===== src/design/spvep_pkg.sv =====
// Package: shared types, codes and helpers for the SPIR-V entry point scanner.
`timescale 1ns / 1ps

package spvep_pkg;

  localparam logic [31:0] MAGIC_WORD      = 32'h0723_0203;
  localparam logic [15:0] OP_ENTRY_POINT  = 16'd15;
  localparam logic [15:0] OP_EXEC_MODE    = 16'd16;
  localparam logic [31:0] MODE_LOCAL_SIZE = 32'd17;
  localparam logic [31:0] MODEL_LIMIT     = 32'd6;
  localparam logic [2:0]  HEADER_WORDS    = 3'd4;
  localparam logic [30:0] ALL_STAGES      = 31'h7FFF_FFFF;

  localparam logic [1:0] KIND_ENTRY      = 2'd0;
  localparam logic [1:0] KIND_LOCAL_SIZE = 2'd1;
  localparam logic [1:0] KIND_SUMMARY    = 2'd2;

  localparam logic [1:0] STATUS_OK        = 2'd0;
  localparam logic [1:0] STATUS_BAD_MAGIC = 2'd1;
  localparam logic [1:0] STATUS_MALFORMED = 2'd2;

  localparam int RES_TDATA_W = 168;

  typedef struct packed {
    logic [1:0]  kind;
    logic        last_of_run;
    logic [31:0] result_id;
    logic [30:0] stage_mask;
    logic [31:0] size_x;
    logic [31:0] size_y;
    logic [31:0] size_z;
    logic [1:0]  status;
  } res_t;

  // Results produced by one word, oldest in first.
  typedef struct packed {
    logic [1:0] count;
    res_t       first;
    res_t       second;
  } push_t;

  function automatic logic [31:0] flip32(input logic [31:0] v);
    flip32 = {v[7:0], v[15:8], v[23:16], v[31:24]};
  endfunction

endpackage


===== src/design/spvep_parser.sv =====
// Parser: module word decoding, parse state and per-word result generation.
`timescale 1ns / 1ps

module spvep_parser import spvep_pkg::*; (
  input  logic        clk,
  input  logic        rst,
  input  logic        valid,
  input  logic [31:0] word,
  input  logic        end_of_module,
  output push_t       push
);

  logic        swap_bytes, swap_bytes_next;
  logic        bad_magic_seen, bad_magic_seen_next;
  logic        malformed_seen, malformed_seen_next;
  logic [2:0]  header_position, header_position_next;
  logic [15:0] words_left, words_left_next;
  logic [15:0] word_in_instr, word_in_instr_next;
  logic [15:0] current_opcode, current_opcode_next;
  logic [2:0]  entry_model, entry_model_next;
  logic        entry_valid, entry_valid_next;
  logic        mode_is_local_size, mode_is_local_size_next;
  logic [31:0] target_id, target_id_next;
  logic [31:0] saved_x, saved_x_next;
  logic [31:0] saved_y, saved_y_next;
  logic [5:0]  stage_accum, stage_accum_next;

  logic [31:0] w;
  logic [5:0]  stage_bit;
  logic        rec_hit;
  res_t        rec;
  res_t        summary;

  assign w         = swap_bytes ? flip32(word) : word;
  assign stage_bit = 6'b00_0001 << entry_model;

  always_comb begin
    swap_bytes_next         = swap_bytes;
    bad_magic_seen_next     = bad_magic_seen;
    malformed_seen_next     = malformed_seen;
    header_position_next    = header_position;
    words_left_next         = words_left;
    word_in_instr_next      = word_in_instr;
    current_opcode_next     = current_opcode;
    entry_model_next        = entry_model;
    entry_valid_next        = entry_valid;
    mode_is_local_size_next = mode_is_local_size;
    target_id_next          = target_id;
    saved_x_next            = saved_x;
    saved_y_next            = saved_y;
    stage_accum_next        = stage_accum;
    rec_hit                 = 1'b0;
    rec                     = '0;
    summary                 = '0;

    if (valid && !bad_magic_seen && !malformed_seen) begin
      if (header_position == 3'd0) begin
        if (word == MAGIC_WORD) begin
          swap_bytes_next = 1'b0;
        end else if (word == flip32(MAGIC_WORD)) begin
          swap_bytes_next = 1'b1;
        end else begin
          bad_magic_seen_next = 1'b1;
        end
        header_position_next = 3'd1;
      end else if (header_position <= HEADER_WORDS) begin
        header_position_next = header_position + 3'd1;
      end else if (words_left == 16'd0) begin
        if (w[31:16] == 16'd0) begin
          malformed_seen_next = 1'b1;
        end else begin
          words_left_next         = w[31:16] - 16'd1;
          word_in_instr_next      = 16'd1;
          current_opcode_next     = w[15:0];
          entry_valid_next        = 1'b0;
          mode_is_local_size_next = 1'b0;
        end
      end else begin
        words_left_next = words_left - 16'd1;
        if (word_in_instr != 16'hFFFF) begin
          word_in_instr_next = word_in_instr + 16'd1;
        end
        case (current_opcode)
          OP_ENTRY_POINT: begin
            if (word_in_instr == 16'd1) begin
              entry_valid_next = (w < MODEL_LIMIT);
              entry_model_next = w[2:0];
            end else if (word_in_instr == 16'd2 && entry_valid) begin
              stage_accum_next = stage_accum | stage_bit;
              rec_hit          = 1'b1;
              rec.kind         = KIND_ENTRY;
              rec.result_id    = w;
              rec.stage_mask   = {25'd0, stage_bit};
            end
          end
          OP_EXEC_MODE: begin
            case (word_in_instr)
              16'd1: target_id_next = w;
              16'd2: mode_is_local_size_next = (w == MODE_LOCAL_SIZE);
              16'd3: saved_x_next = w;
              16'd4: saved_y_next = w;
              16'd5: begin
                if (mode_is_local_size) begin
                  rec_hit       = 1'b1;
                  rec.kind      = KIND_LOCAL_SIZE;
                  rec.result_id = target_id;
                  rec.size_x    = saved_x;
                  rec.size_y    = saved_y;
                  rec.size_z    = w;
                end
              end
              default: ;
            endcase
          end
          default: ;
        endcase
      end
    end

    rec.last_of_run     = !end_of_module;
    summary.kind        = KIND_SUMMARY;
    summary.last_of_run = 1'b1;
    if (bad_magic_seen_next) begin
      summary.status     = STATUS_BAD_MAGIC;
      summary.stage_mask = '0;
    end else if (malformed_seen_next || header_position_next <= HEADER_WORDS ||
                 words_left_next != 16'd0) begin
      summary.status     = STATUS_MALFORMED;
      summary.stage_mask = ALL_STAGES;
    end else begin
      summary.status     = STATUS_OK;
      summary.stage_mask = (stage_accum_next != 6'd0) ? {25'd0, stage_accum_next}
                                                      : ALL_STAGES;
    end

    push.first  = rec_hit ? rec : summary;
    push.second = summary;
    if (!valid) begin
      push.count = 2'd0;
    end else begin
      push.count = {1'b0, rec_hit} + {1'b0, end_of_module};
    end
  end

  always_ff @(posedge clk) begin
    if (rst || (valid && end_of_module)) begin
      swap_bytes         <= 1'b0;
      bad_magic_seen     <= 1'b0;
      malformed_seen     <= 1'b0;
      header_position    <= '0;
      words_left         <= '0;
      word_in_instr      <= '0;
      current_opcode     <= '0;
      entry_model        <= '0;
      entry_valid        <= 1'b0;
      mode_is_local_size <= 1'b0;
      target_id          <= '0;
      saved_x            <= '0;
      saved_y            <= '0;
      stage_accum        <= '0;
    end else begin
      swap_bytes         <= swap_bytes_next;
      bad_magic_seen     <= bad_magic_seen_next;
      malformed_seen     <= malformed_seen_next;
      header_position    <= header_position_next;
      words_left         <= words_left_next;
      word_in_instr      <= word_in_instr_next;
      current_opcode     <= current_opcode_next;
      entry_model        <= entry_model_next;
      entry_valid        <= entry_valid_next;
      mode_is_local_size <= mode_is_local_size_next;
      target_id          <= target_id_next;
      saved_x            <= saved_x_next;
      saved_y            <= saved_y_next;
      stage_accum        <= stage_accum_next;
    end
  end

endmodule


===== src/design/spirv_entry_point_scanner.sv =====
// Top level: input register, parser and result queue of the SPIR-V entry point scanner.
//
//  channel | dir | tdata                          | tlast         | tuser
//  s_*     | in  | word                           | end_of_module | -
//  m_*     | out | result_id, stage_mask, size_x, | last_of_run   | kind
//          |     | size_y, size_z, status         |               |
//
// One word per cycle while s_tready is high, set by the parser updating its state on
// the registered word. A result is offered once the parser writes it to the queue.
// A word may yield two results; an 8-entry result queue absorbs them, and s_tready
// drops only when it could not take a new word's output beside the registered word's.
// Reset (rst, synchronous) empties the queue and returns to word 0 of a module.
`timescale 1ns / 1ps

module spirv_entry_point_scanner import spvep_pkg::*; (
  input  logic                   clk,
  input  logic                   rst,
  input  logic                   s_tvalid,
  output logic                   s_tready,
  input  logic [31:0]            s_tdata,  // word
  input  logic                   s_tlast,
  output logic                   m_tvalid,
  input  logic                   m_tready,
  output logic [RES_TDATA_W-1:0] m_tdata,  // result_id, stage_mask, size_x, size_y, size_z, status
  output logic                   m_tlast,
  output logic [1:0]             m_tuser   // kind
);

  localparam int QDEPTH = 8;
  localparam int QAW    = $clog2(QDEPTH);

  logic              in_valid;
  logic [31:0]       in_word;
  logic              in_last;
  push_t             push;
  res_t              queue [QDEPTH];
  logic [QAW-1:0]    wr_ptr, rd_ptr;
  logic [QAW:0]      count, count_next;
  logic [QAW:0]      reserve;
  logic              pop;
  res_t              head;

  assign reserve  = count + (in_valid ? (QAW+1)'(2) : (QAW+1)'(0));
  assign s_tready = reserve <= (QAW+1)'(QDEPTH - 2);

  always_ff @(posedge clk) begin
    if (rst) begin
      in_valid <= 1'b0;
    end else begin
      in_valid <= s_tvalid && s_tready;
    end
  end

  always_ff @(posedge clk) begin
    if (s_tvalid && s_tready) begin
      in_word <= s_tdata;
      in_last <= s_tlast;
    end
  end

  spvep_parser u_parser (
    .clk           (clk),
    .rst           (rst),
    .valid         (in_valid),
    .word          (in_word),
    .end_of_module (in_last),
    .push          (push)
  );

  assign head     = queue[rd_ptr];
  assign m_tvalid = count != '0;
  assign pop      = m_tvalid && m_tready;
  assign m_tdata  = {7'd0, head.status, head.size_z, head.size_y, head.size_x,
                     head.stage_mask, head.result_id};
  assign m_tlast  = head.last_of_run;
  assign m_tuser  = head.kind;

  assign count_next = count + (QAW+1)'(push.count) - (pop ? (QAW+1)'(1) : (QAW+1)'(0));

  always_ff @(posedge clk) begin
    if (rst) begin
      wr_ptr <= '0;
      rd_ptr <= '0;
      count  <= '0;
    end else begin
      wr_ptr <= wr_ptr + QAW'(push.count);
      if (pop) begin
        rd_ptr <= rd_ptr + QAW'(1);
      end
      count <= count_next;
    end
  end

  always_ff @(posedge clk) begin
    if (push.count != 2'd0) begin
      queue[wr_ptr] <= push.first;
    end
    if (push.count == 2'd2) begin
      queue[wr_ptr + QAW'(1)] <= push.second;
    end
  end

  a_no_overflow: assert property (@(posedge clk) disable iff (rst)
    (QAW+2)'(count) + (QAW+2)'(push.count) <= (QAW+2)'(QDEPTH))
    else $error("result queue overflow");

  a_pair_order: assert property (@(posedge clk) disable iff (rst)
    push.count == 2'd2 |-> push.first.kind != KIND_SUMMARY && push.second.kind == KIND_SUMMARY)
    else $error("summary not last of a result pair");

  a_summary_last: assert property (@(posedge clk) disable iff (rst)
    m_tvalid && m_tuser == KIND_SUMMARY |-> m_tlast)
    else $error("summary without last_of_run");

  a_push_needs_word: assert property (@(posedge clk) disable iff (rst)
    !in_valid |-> push.count == 2'd0)
    else $error("result pushed without a word");

endmodule

===== config.mk =====
export PLATFORM = sky130hd
export DESIGN_NAME = spirv_entry_point_scanner
export DESIGN_NICKNAME = d
export VERILOG_FILES = /design/src/design/spvep_pkg.sv /design/src/design/spvep_parser.sv /design/src/design/spirv_entry_point_scanner.sv
export SDC_FILE = /design/constraint.sdc
export NUM_CORES = 2
export LEC_CHECK = 0
export BUFFER_PORTS_ARGS = -buffer_cell sky130_fd_sc_hd__buf_4
export CORE_AREA = 2 2 315 317
export DETAILED_ROUTE_END_ITERATION = 10
export DIE_AREA = 0 0 317 319
export PLACE_DENSITY = 0.81
export REMOVE_ABC_BUFFERS = 1
export SYNTH_ARGS = -nofsm -noshare
export SYNTH_HDL_FRONTEND = slang
export SYNTH_SLANG_ARGS = --single-unit

===== constraint.sdc =====
create_clock -name clk -period 5.2 [get_ports clk]
set_clock_uncertainty 0.1 [all_clocks]
set_input_delay 1.04 -clock clk [delete_from_list [all_inputs] [get_ports clk]]
set_output_delay 1.04 -clock clk [all_outputs]
set_load 0.01 [all_outputs]

==> metrics <==
total routed wirelength around 160000 µm; CP cell instances buf_4 -> or3b_1 -> o2bb2ai_2 -> nor3_2 -> nand3_1 -> a211oi_1 -> nand4_4 -> nor4_4 -> nor2_1; hold_sp queue[1][162]$_SDFFE_PP0P_; Yosys warning total 0; outcome complete, no violations; Top-Level Pins 210; initial antenna violation count 2; Layout area overhead 13.87%; Final Cell Area 60580 µm²; crit start category register; #FFs+latches synth 1328; Max Clock Freq 210.0 MHz; Initial Util 54.45%; post-cts gate resize count 0; worst-skew pair later-pin latency ~770 ps; Slew headroom 14.51%; Yosys cell types 79; VDD IR max around 0.00033 V; R2R Setup Slk 440 ps; Slowest-stage cell, CP nor4_4; post-synthesis sequential area ratio between 50% and 60%; layout cells sized above 1 21.64%; DR iter-0 viols 5282; Crit Path Class register to register; Std-Cell Rows 115; Primary FF master, synth dfxtp_1; clk buf depth 3; Post-Synthesis Cells 4824; remaining routing DRC violations 0; MaxCap Viol Count 0; switching fraction of total power 25.81%; total clock buffers created by CTS approximately 130; element type at the critical path end register; Die Y between 300 and 400 µm; Final period util 91.59%; Die Wd about 320 µm; vias in the first global route between 40000 and 50000; most common cell after layout, fill and taps aside dfxtp_1; min-delay worst type register to register; nets@finish 4867; critical path required time 5560 ps; Post-Syn Area 53200 µm²; hold depth 2; Pwr Density 386.2 nW/µm²; critical path launch point u_parser.swap_bytes$_SDFFE_PP0P_; GP Congestion 0.9514; first-pass iteration count of the detailed router 6; final hold violations 0; Wirelength per Cell 25.96 µm; switching pwr 6.039 mW; via count between 40000 and 50000; core area 97700 µm²; Slew @ Worst Pin 1273 ps; port buffer count a little over 200; RSZ-0062 raised after global routing false; largest net degree at the start of global routing 130; HPWL after DPL 94060 µm; first-pass GRT wire length 244300 µm; synthesized area per cell around 11 µm²; commonest cells after routing, fill and taps aside dfxtp_1, a22o_1, nand2_1, o21ai_0, buf_4; CTS tree yes; Post-DP Area 55960 µm²; Post-synth ARST share 0%; ant diodes 0; total gr overflow 0; worst reg2reg path depth 9; combinational power share 11.6%; Static Leak 22.05 nW; reg2reg start u_parser.swap_bytes$_SDFFE_PP0P_; Die ar. 101100 µm²; Slew Viols, Final 0; Reg clk slew, reported paths 60 ps; Tmin final 4763 ps; cell-internal power ~17 mW; CTS Hold Bufs 0; via density per instance 6.684; sequential power share between 40% and 50%; CP max stage delay ~800 ps; critical path arrival 5130 ps; Setup Buffers After CTS 0; H-Tree Depth 4; Final ANT Viol Nets 0; Clock Power Share 42.9%; GRT Overall Usage 31.25%; Post-synth EDFFs 105; clk root buf clkbuf_16; Critical Path Fanout Max 40; Final setup viols 0; Util after Layout 62.01%; Clock Sink Count about 1300
## critical path, delay by kind of cell, from the launching register on
kind | cells | cell delay, ps
AND/OR/NAND/NOR | 6 | 2420
AO/OA/AOI/OAI | 2 | 710
flip-flops | 1 | 680
buffers and inverters | 1 | 540
## through the flow
step	setup WS, ps	cells	hold WS, ps	setup TNS, ps	power [mW]
floorplan	-6879	4331	310.2	-3580630	12.55
global placement	647.6	5959	317.8	0	13.54
detailed placement	613.6	5959	328.9	0	13.57
CTS	561.6	6204	317.8	0	23.40
global route	195.7	6204	331.7	0	23.99
finish	437.3	6204	334.9	0	23.40
## power by group through the flow
stage          registers, mW  clock network [mW]  logic (mW)
3_5_place_dp            10.9                   0        2.69
5_1_grt                 10.7                10.5        2.85
4_1_cts                 10.6                10.0        2.71
3_3_place_gp            10.9                   0        2.67
6_report                10.7                10.0        2.71
2_1_floorplan           11.1                   0        1.43
## Yosys cell counts (all sizes together), types with 20 or more instances
library cell / instances / area, µm²
o21ai: 480 / 2402
nor2: 309 / 1172
mux4: 280 / 6306
mux2: 145 / 1633
ha: 20 / 250.2
a22o: 602 / 5274
buf: 137 / 671.9
nand4: 23 / 188.9
nand3: 27 / 135.1
dfxtp: 1223 / 24480
nor3: 41 / 246.5
nand2: 559 / 2098
nor4: 37 / 409.1
clkbuf: 362 / 1359
mux2i: 37 / 386.6
inv: 34 / 127.6
xnor2: 20 / 175.2
a21oi: 95 / 479.2
edfxtp: 105 / 3153
a211oi: 119 / 893.4
## cell type report
| type | count | area [µm²] |
|---|---|---|
| fill | 7122 | 37120 |
| multi-input combinational | 2969 | 23580 |
| timing repair buffer | 341 | 2998 |
| clock inverter | 56 | 713.2 |
| clock buffer | 189 | 3906 |
| inverter | 34 | 127.6 |
| tap | 1287 | 1610 |
| sequential | 1328 | 27650 |
## sequential cells by signal, summed over array words and instances (netlist names), 3 cells and up, named ones only
| name | flops |
|---|---|
| rd_ptr | 3 |
| u_parser.current_opcode | 16 |
| wr_ptr | 3 |
| count | 4 |
| u_parser.saved_y | 32 |
| queue | 1120 |
| in_word | 32 |
| u_parser.entry_model | 3 |
| u_parser.saved_x | 32 |
| u_parser.word_in_instr | 16 |
| u_parser.words_left | 16 |
| u_parser.target_id | 32 |
| u_parser.stage_accum | 6 |
| u_parser.header_position | 3 |
## kinds of logic after synthesis
logic type	count (synthesis)	synth area share, %
fa+ha+maj	22	0.5456
buf+inv	533	4.057
simple gates	1088	9.304
compound gates	1354	17.90
flops	1328	51.95
xor+xnor	36	0.5927
other cells	1	0.007049
mux	462	15.65
## path summary, 6_finish.rpt
kind,endpoint
setup / recovery,queue[7][127]$_DFFE_PP_
setup reg to reg,queue[7][127]$_DFFE_PP_
hold / removal,queue[1][162]$_SDFFE_PP0P_
hold reg to reg,queue[1][162]$_SDFFE_PP0P_
## layer usage
metal	vias to the layer above	wire length, µm	track usage, %
met5	-	0	0
met4	0	9551	18.19
li1	17730	-	-
met3	554	17170	6.392
met2	2705	73210	48.05
met1	20480	61090	40.86
(Power assumes the default switching activity.)
